<file path="src/rtl/core/rhf_pkg.sv">
`timescale 1ns / 1ps

package rhf_pkg;

  localparam int unsigned TimeW   = 14;
  localparam int unsigned ElapsedW = 16;
  localparam int unsigned LevelW  = 12;
  localparam int unsigned AmpW    = 8;
  localparam int unsigned ProdW   = LevelW + TimeW;
  localparam int unsigned DivSteps = LevelW;
  localparam int unsigned DivCntW = $clog2(DivSteps);
  localparam int unsigned CfgIdxW = 2;

  localparam logic [TimeW-1:0]    RiseReset  = 14'd200;
  localparam logic [TimeW-1:0]    HoldReset  = 14'd0;
  localparam logic [TimeW-1:0]    FallReset  = 14'd400;
  localparam logic [LevelW-1:0]   TakeLimit  = 12'd3276;
  localparam logic [ElapsedW-1:0] ElapsedMax = 16'hFFFF;
  // 1/17 as 241/4096, exact for 8-bit amplitudes
  localparam logic [AmpW-1:0]     Recip17    = 8'd241;

  localparam logic [CfgIdxW-1:0] CFG_RISE = 2'd0;
  localparam logic [CfgIdxW-1:0] CFG_HOLD = 2'd1;
  localparam logic [CfgIdxW-1:0] CFG_FALL = 2'd2;

  localparam logic KIND_TICK    = 1'b0;
  localparam logic KIND_TRIGGER = 1'b1;

  typedef enum logic [1:0] {
    PH_IDLE = 2'd0,
    PH_RISE = 2'd1,
    PH_HOLD = 2'd2,
    PH_FALL = 2'd3
  } phase_t;

  typedef enum logic [2:0] {
    ST_IDLE,
    ST_EVAL,
    ST_MUL,
    ST_DIV,
    ST_APPLY,
    ST_DONE
  } ctrl_state_t;

  typedef struct packed {
    logic            kind;
    logic [AmpW-1:0] amplitude;
  } in_item_t;

  typedef struct packed {
    logic [LevelW-1:0] level;
    logic [1:0]        phase;
    logic              in_wave;
    logic              can_take_wave;
  } out_item_t;

  typedef struct packed {
    logic accept;
    logic eval;
    logic mul;
    logic div_step;
    logic apply;
    logic out_load;
  } ctrl_cmd_t;

  typedef struct packed {
    logic need_div;
  } dp_stat_t;

endpackage

</file>
<file path="src/rtl/core/rise_hold_fall_envelope.sv">
`timescale 1ns / 1ps
// channel   signals                               direction
// in        in_valid, in_stall, in_data           item in, stall out
// out       out_valid, out_stall, out_data        result out, stall in
// cfg       cfg_valid, cfg_ready, cfg_index,      register write in
//           cfg_data
//
// a trigger goes from accept straight to hand-off; a tick that ends in a ramp
// passes accept, evaluate, multiply, 12 restoring divide steps, apply and hand-off,
// other ticks accept, evaluate and hand-off; both ramps share the 12-step divider
// synchronous active-low reset restores the register defaults and idle state
// one transaction is in work at a time; a finished result waits in the
// output register while the next item is taken, out_stall holds it there

module rise_hold_fall_envelope
  import rhf_pkg::*;
(
  input  logic               clk,
  input  logic               rst_n,
  input  logic               in_valid,
  output logic               in_stall,
  input  in_item_t           in_data,
  output logic               out_valid,
  input  logic               out_stall,
  output out_item_t          out_data,
  input  logic               cfg_valid,
  output logic               cfg_ready,
  input  logic [CfgIdxW-1:0] cfg_index,
  input  logic [TimeW-1:0]   cfg_data
);

  ctrl_cmd_t cmd;
  dp_stat_t  stat;

  assign cfg_ready = 1'b1;

  rhf_ctrl u_ctrl (
    .clk       (clk),
    .rst_n     (rst_n),
    .in_valid  (in_valid),
    .in_kind   (in_data.kind),
    .in_stall  (in_stall),
    .out_valid (out_valid),
    .out_stall (out_stall),
    .stat      (stat),
    .cmd       (cmd)
  );

  rhf_datapath u_datapath (
    .clk       (clk),
    .rst_n     (rst_n),
    .in_data   (in_data),
    .cfg_we    (cfg_valid && cfg_ready),
    .cfg_index (cfg_index),
    .cfg_data  (cfg_data),
    .cmd       (cmd),
    .stat      (stat),
    .out_data  (out_data)
  );

endmodule

</file>
<file path="src/rtl/core/rhf_ctrl.sv">
`timescale 1ns / 1ps

module rhf_ctrl
  import rhf_pkg::*;
(
  input  logic      clk,
  input  logic      rst_n,
  input  logic      in_valid,
  input  logic      in_kind,
  output logic      in_stall,
  output logic      out_valid,
  input  logic      out_stall,
  input  dp_stat_t  stat,
  output ctrl_cmd_t cmd
);

  ctrl_state_t        state_r, state_nxt;
  logic [DivCntW-1:0] cnt_r, cnt_nxt;
  logic               out_valid_r, out_valid_nxt;

  always_ff @(posedge clk) begin
    if (!rst_n) begin
      state_r     <= ST_IDLE;
      cnt_r       <= '0;
      out_valid_r <= 1'b0;
    end else begin
      state_r     <= state_nxt;
      cnt_r       <= cnt_nxt;
      out_valid_r <= out_valid_nxt;
    end
  end

  always_comb begin
    state_nxt = state_r;
    cnt_nxt   = cnt_r;
    cmd       = '0;
    unique case (state_r)
      ST_IDLE: begin
        if (in_valid) begin
          cmd.accept = 1'b1;
          state_nxt  = (in_kind == KIND_TRIGGER) ? ST_DONE : ST_EVAL;
        end
      end
      ST_EVAL: begin
        cmd.eval  = 1'b1;
        state_nxt = stat.need_div ? ST_MUL : ST_DONE;
      end
      ST_MUL: begin
        cmd.mul   = 1'b1;
        cnt_nxt   = '0;
        state_nxt = ST_DIV;
      end
      ST_DIV: begin
        cmd.div_step = 1'b1;
        cnt_nxt      = cnt_r + 1'b1;
        if (cnt_r == DivCntW'(DivSteps - 1)) begin
          state_nxt = ST_APPLY;
        end
      end
      ST_APPLY: begin
        cmd.apply = 1'b1;
        state_nxt = ST_DONE;
      end
      ST_DONE: begin
        if (!out_valid_r || !out_stall) begin
          cmd.out_load = 1'b1;
          state_nxt    = ST_IDLE;
        end
      end
      default: state_nxt = ST_IDLE;
    endcase
  end

  always_comb begin
    out_valid_nxt = out_valid_r;
    if (cmd.out_load) begin
      out_valid_nxt = 1'b1;
    end else if (out_valid_r && !out_stall) begin
      out_valid_nxt = 1'b0;
    end
  end

  assign in_stall  = (state_r != ST_IDLE);
  assign out_valid = out_valid_r;

endmodule

</file>
<file path="src/rtl/core/rhf_datapath.sv">
`timescale 1ns / 1ps

module rhf_datapath
  import rhf_pkg::*;
(
  input  logic               clk,
  input  logic               rst_n,
  input  in_item_t           in_data,
  input  logic               cfg_we,
  input  logic [CfgIdxW-1:0] cfg_index,
  input  logic [TimeW-1:0]   cfg_data,
  input  ctrl_cmd_t          cmd,
  output dp_stat_t           stat,
  output out_item_t          out_data
);

  logic [TimeW-1:0]    rise_r, hold_r, fall_r;
  phase_t              phase_r;
  logic [ElapsedW-1:0] elapsed_r;
  logic [LevelW-1:0]   peak_r, level_r;
  logic                wave_r;

  logic [TimeW-1:0]    opnd_r, divisor_r;
  logic                fall_sel_r;
  logic [TimeW-1:0]    rem_r;
  logic [LevelW-1:0]   quo_r;
  out_item_t           out_r;

  logic                   rise_gt, hold_gt, fall_gt;
  logic signed [17:0]     dh, df;
  logic [16:0]            dfc;
  logic [ProdW-1:0]       prod;
  logic [TimeW+1:0]       trial;
  logic [AmpW+TimeW-1:0]  amp_frac;
  logic [LevelW-1:0]      peak_new;

  // elapsed offsets into hold and fall, fall offset clamped at zero
  assign dh      = signed'({2'b00, elapsed_r}) - signed'({4'b0000, rise_r});
  assign df      = dh - signed'({4'b0000, hold_r});
  assign dfc     = df[17] ? 17'd0 : df[16:0];
  assign rise_gt = ({2'b00, rise_r} > elapsed_r);
  assign hold_gt = (signed'({4'b0000, hold_r}) > dh);
  assign fall_gt = ({3'b000, fall_r} > dfc);

  assign stat.need_div = ((phase_r == PH_RISE) && rise_gt) ||
                         ((phase_r == PH_FALL) && fall_gt);

  // amp * 4095 / 255 = amp * 16 + amp / 17
  assign amp_frac = ({TimeW'(0), in_data.amplitude} * {TimeW'(0), Recip17});
  assign peak_new = {in_data.amplitude, 4'b0000} + LevelW'(amp_frac[AmpW+TimeW-1:12]);

  assign prod  = peak_r * opnd_r;
  assign trial = {1'b0, rem_r, quo_r[LevelW-1]} - {2'b00, divisor_r};

  always_ff @(posedge clk) begin
    if (!rst_n) begin
      rise_r <= RiseReset;
      hold_r <= HoldReset;
      fall_r <= FallReset;
    end else if (cfg_we) begin
      unique case (cfg_index)
        CFG_RISE: rise_r <= cfg_data;
        CFG_HOLD: hold_r <= cfg_data;
        CFG_FALL: fall_r <= cfg_data;
        default: ;
      endcase
    end
  end

  always_ff @(posedge clk) begin
    if (!rst_n) begin
      phase_r   <= PH_IDLE;
      elapsed_r <= '0;
      peak_r    <= '0;
      level_r   <= '0;
      wave_r    <= 1'b0;
    end else begin
      if (cmd.accept) begin
        if (in_data.kind == KIND_TRIGGER) begin
          peak_r    <= peak_new;
          elapsed_r <= '0;
          phase_r   <= PH_RISE;
          wave_r    <= 1'b1;
        end else if (elapsed_r != ElapsedMax) begin
          elapsed_r <= elapsed_r + 1'b1;
        end
      end
      if (cmd.eval) begin
        unique case (phase_r)
          PH_RISE: begin
            if (!rise_gt) begin
              level_r <= peak_r;
              phase_r <= PH_HOLD;
            end
          end
          PH_HOLD: begin
            if (hold_gt) begin
              level_r <= peak_r;
            end else begin
              phase_r <= PH_FALL;
            end
          end
          PH_FALL: begin
            if (!fall_gt) begin
              phase_r <= PH_IDLE;
              level_r <= '0;
              peak_r  <= '0;
              wave_r  <= 1'b0;
            end
          end
          PH_IDLE: begin
            peak_r <= '0;
            wave_r <= 1'b0;
          end
          default: ;
        endcase
      end
      if (cmd.apply) begin
        level_r <= fall_sel_r ? (peak_r - quo_r) : quo_r;
      end
    end
  end

  always_ff @(posedge clk) begin
    if (cmd.eval) begin
      if (phase_r == PH_FALL) begin
        opnd_r     <= dfc[TimeW-1:0];
        divisor_r  <= fall_r;
        fall_sel_r <= 1'b1;
      end else begin
        opnd_r     <= elapsed_r[TimeW-1:0];
        divisor_r  <= rise_r;
        fall_sel_r <= 1'b0;
      end
    end
    // product < divisor * 4096, so the top bits already sit below the divisor
    if (cmd.mul) begin
      rem_r <= prod[ProdW-1:LevelW];
      quo_r <= prod[LevelW-1:0];
    end else if (cmd.div_step) begin
      if (!trial[TimeW+1]) begin
        rem_r <= trial[TimeW-1:0];
        quo_r <= {quo_r[LevelW-2:0], 1'b1};
      end else begin
        rem_r <= {rem_r[TimeW-2:0], quo_r[LevelW-1]};
        quo_r <= {quo_r[LevelW-2:0], 1'b0};
      end
    end
    if (cmd.out_load) begin
      out_r.level         <= level_r;
      out_r.phase         <= phase_r;
      out_r.in_wave       <= wave_r;
      out_r.can_take_wave <= (peak_r <= TakeLimit);
    end
  end

  assign out_data = out_r;

endmodule

</file>
<file path="config.mk">
export PLATFORM = sky130hd
export DESIGN_NAME = rise_hold_fall_envelope
export DESIGN_NICKNAME = d
export VERILOG_FILES = /design/src/rtl/core/rhf_pkg.sv /design/src/rtl/core/rise_hold_fall_envelope.sv /design/src/rtl/core/rhf_ctrl.sv /design/src/rtl/core/rhf_datapath.sv
export SDC_FILE = /design/constraint.sdc
export NUM_CORES = 1
export LEC_CHECK = 0
export ABC_AREA = 1
export BUFFER_PORTS_ARGS = -buffer_cell sky130_fd_sc_hd__buf_4
export CAP_MARGIN = 0
export CORE_ASPECT_RATIO = 1.1
export CORE_UTILIZATION = 70
export DETAILED_ROUTE_END_ITERATION = 10
export GPL_TIMING_DRIVEN = 0
export PLACE_DENSITY = 0.88
export SYNTH_ARGS = -nofsm -noshare
export SYNTH_HDL_FRONTEND = slang
export SYNTH_SLANG_ARGS = --single-unit
</file>
<file path="constraint.sdc">
create_clock -name clk -period 8.2 [get_ports clk]
set_input_delay 1.23 -clock clk [delete_from_list [all_inputs] [get_ports clk]]
set_output_delay 1.23 -clock clk [all_outputs]
set_load 0.01 [all_outputs]
</file>
==> flow_metrics.env <==
export IMPL_syn_inst=2077
export IMPL_via_count=14370
export IMPL_swShare=0.4191
export IMPL_grt_pass1_wl_um=70280
export IMPL_internal_power_w=0.001943
export IMPL_syn_num_nets=2413
export IMPL_n_antenna_cell=0
export IMPL_start_util=0.7216
export IMPL_period_share=0.7832
export IMPL_slowest_delay_ps=550
export IMPL_cts_buffers=17
export IMPL_coreArea_um2=22390
export IMPL_ctsResizeCount=0
export IMPL_fmax_mhz=155.7
export IMPL_crit_path_frequent_cell="fa_1"
export IMPL_hold_violations=0
export IMPL_ys_ff_latch=164
export IMPL_p_leak_nw=8.774
export IMPL_drcViolationCount=0
export IMPL_grt_usage=0.3815
export IMPL_hold_class="reg2reg"
export IMPL_clock_path_buffers=2
export IMPL_cp_num_buf_inv=5
export IMPL_cpLargestDelayFamily="adder cells"
export IMPL_grt_pass1_vias=14470
export IMPL_final_common_cell="nand2_1"
export IMPL_fp_dieW_um=146.9
export IMPL_yosysWarnings=0
export IMPL_synth_area_um2=16160
export IMPL_rsz0062_at_grt="false"
export IMPL_cts_htree_levels=4
export IMPL_p_switching_w=0.001402
export IMPL_synth_main_ff_cell="dfxtp_1"
export IMPL_via_per_inst=5.861
export IMPL_overflow=0
export IMPL_final_cell_mix="nand2_1, inv_1, ha_1"
export IMPL_die_area_um2=23700
export IMPL_setup_viol=0
export IMPL_crit_required_ps=8370
export IMPL_power_frac_comb=0.450
export IMPL_status="completed"
export IMPL_clock_sink_count=164
export IMPL_path_cells="clkbuf_1 > clkbuf_1 > nand2_1 > fa_1 > inv_1 > fa_1 > inv_1 > fa_1 > inv_1 > fa_1 > fa_1 > ha_1 > nand2_1 > nor3_1 > a21oi_1 > o21ai_0 > a21oi_1 > o21ai_0 > a21oi_1 > nand2_1 > nand2_1 > nor2_1 > a31oi_1"
export IMPL_async_reset_ff_frac=0
export IMPL_cts_tree="yes"
export IMPL_finalNetCount=2479
export IMPL_num_io_pins=49
export IMPL_routed_wl_um=43650
export IMPL_synth_edf_count=71
export IMPL_cap_violations=0
export IMPL_irDropWorstVdd_v=0.0001612
export IMPL_clk_pin_slew_ps=70
export IMPL_antenna_found_initial=0
export IMPL_area_growth_pct=8.184
export IMPL_wire_per_inst_um=17.81
export IMPL_setup_slack_ps=1778
export IMPL_grt_max_degree=34
export IMPL_ant_nets=0
export IMPL_setup_tns_ps=0
export IMPL_powerDensity_nw_per_um2=191.3
export IMPL_start_kind="flop"
export IMPL_arrival_ps=6590
export IMPL_ys_seq_area_frac=0.2471
export IMPL_clk_latency_ps=440
export IMPL_synth_cell_types=59
export IMPL_dr_pass1_iters=6
export IMPL_hold_buffers=0
export IMPL_io_buffers=46
export IMPL_dpl_hpwl_um=35220
export IMPL_tightestPinTransition_ps=920.1
export IMPL_row_count=57
export IMPL_slew_viol_final=0
export IMPL_cts_root_buf="clkbuf_16"
export IMPL_period_needed_ps=6422
export IMPL_drive_above_1_share=0.06215
export IMPL_seqPwrFrac=0.312
export IMPL_fin_worst_skew_ps=13.81
export IMPL_critPathKind="reg2reg"
export IMPL_post_cts_buffers=0
export IMPL_end_kind="flop"
export IMPL_critPathSlowestCell="fa_1"
export IMPL_gp_congestion=0.9766
export IMPL_avgSynthCellArea_um2=7.781
export IMPL_cp_max_fo=10
export IMPL_power_frac_clock=0.238
export IMPL_relSlewSlack=0.3859
export IMPL_die_h_um=161.4
export IMPL_dp_slack_ps=1986
export IMPL_drtIter0Drc=1147
-- Yosys cell counts (4+ instances only) --
| cell type | number | area share |
|---|---|---|
| a211oi_1 | 10 | 0.0046 |
| a21o_1 | 7 | 0.0033 |
| a21oi_1 | 128 | 0.040 |
| a21oi_2 | 4 | 0.0022 |
| a31oi_1 | 17 | 0.0066 |
| clkbuf_1 | 66 | 0.015 |
| dfxtp_1 | 93 | 0.12 |
| edfxtp_1 | 71 | 0.13 |
| fa_1 | 138 | 0.17 |
| ha_1 | 168 | 0.13 |
| inv_1 | 372 | 0.086 |
| nand2_1 | 488 | 0.11 |
| nand2_2 | 9 | 0.0035 |
| nand3_1 | 50 | 0.015 |
| nand3b_1 | 15 | 0.0070 |
| nand4_1 | 19 | 0.0074 |
| nor2_1 | 124 | 0.029 |
| nor2_2 | 13 | 0.0050 |
| nor3_1 | 16 | 0.0050 |
| o211ai_1 | 7 | 0.0033 |
| o21ai_0 | 150 | 0.046 |
| o21bai_1 | 6 | 0.0028 |
| or2_2 | 6 | 0.0023 |
| xnor2_1 | 19 | 0.010 |
| xor2_1 | 30 | 0.016 |
-- state kept, by name, summed over array words and instances (netlist names) --
name	cells
u_ctrl.cnt_r	4
u_ctrl.out_valid	1
u_ctrl.state_r	3
u_datapath.divisor_r	14
u_datapath.elapsed_r	16
u_datapath.fall_r	14
u_datapath.fall_sel_r	1
u_datapath.hold_r	14
u_datapath.level_r	12
u_datapath.opnd_r	14
u_datapath.out_data	16
u_datapath.peak_r	12
u_datapath.phase_r	2
u_datapath.quo_r	12
u_datapath.rem_r	14
u_datapath.rise_r	14
u_datapath.wave_r	1
-- per-stage QoR --
step	utilization	total power, W	instances	area [um2]	hold WS (ps)
2_1_floorplan	-	0.002111	2077	16160	399.4
3_3_place_gp	0.7535	0.002443	2418	16870	410.4
3_5_place_dp	0.7547	0.002516	2419	16900	408.8
4_1_cts	0.7806	0.003312	2451	17480	425.4
5_1_grt	0.7807	0.003568	2451	17480	434.9
6_report	0.7807	0.003345	2451	17480	428.8
-- routing by layer --
layer  up-vias  GRT usage  part of all wire
met2       667     0.6706              0.50
met1      6768     0.4383              0.37
met5         -          0                 0
met4         0     0.2415             0.061
li1       6759          -                 -
met3       171    0.05169             0.070
-- kinds of logic (layout without fill, tap and decap cells) --
group / Yosys count / count (layout) / share of synthesized area
AND/OR/NAND/NOR: 756 / 756 / 0.1985
buffers and inverters: 447 / 526 / 0.1051
AO/OA/AOI/OAI: 354 / 354 / 0.1214
adder cells (fa/ha/maj): 306 / 306 / 0.3010
flip-flops: 164 / 164 / 0.2471
XOR/XNOR: 49 / 49 / 0.02656
other: 1 / 1 / 0.0002320
-- worst paths after layout --
kind                                                         start                                end  slack [ps]  cells past startpoint
worst min-delay path            u_datapath.level_r[7]$_SDFFE_PN0P_  u_datapath.out_data[11]$_DFFE_PP_         430                      0
worst max register to register     u_datapath.peak_r[4]$_SDFF_PN0_      u_datapath.rem_r[8]$_DFFE_PP_        1780                     23
worst max-delay path               u_datapath.peak_r[4]$_SDFF_PN0_      u_datapath.rem_r[8]$_DFFE_PP_        1780                     23
worst min register to register  u_datapath.level_r[7]$_SDFFE_PN0P_  u_datapath.out_data[11]$_DFFE_PP_         430                      0
-- power by group through the flow --
stage,sequential [W],combinational [W],clock (W)
2_1_floorplan,0.00103,0.00108,0
3_3_place_gp,0.00105,0.00139,0
3_5_place_dp,0.00106,0.00146,0
4_1_cts,0.00104,0.00148,0.000796
5_1_grt,0.00105,0.00169,0.000826
6_report,0.00104,0.00150,0.000798
-- final cells by class --
class                   count  area (um2)
repair buffers             47       360.3
inverters                 376        1419
clock buffers              20       479.2
multi-input cells        1466       10480
clock inverters            12       101.3
plain buffers              71       280.3
flip-flops and latches    164        3994
well taps                 295       369.1
fillers                  1634        4911
Power figures use the tool's default switching activity.
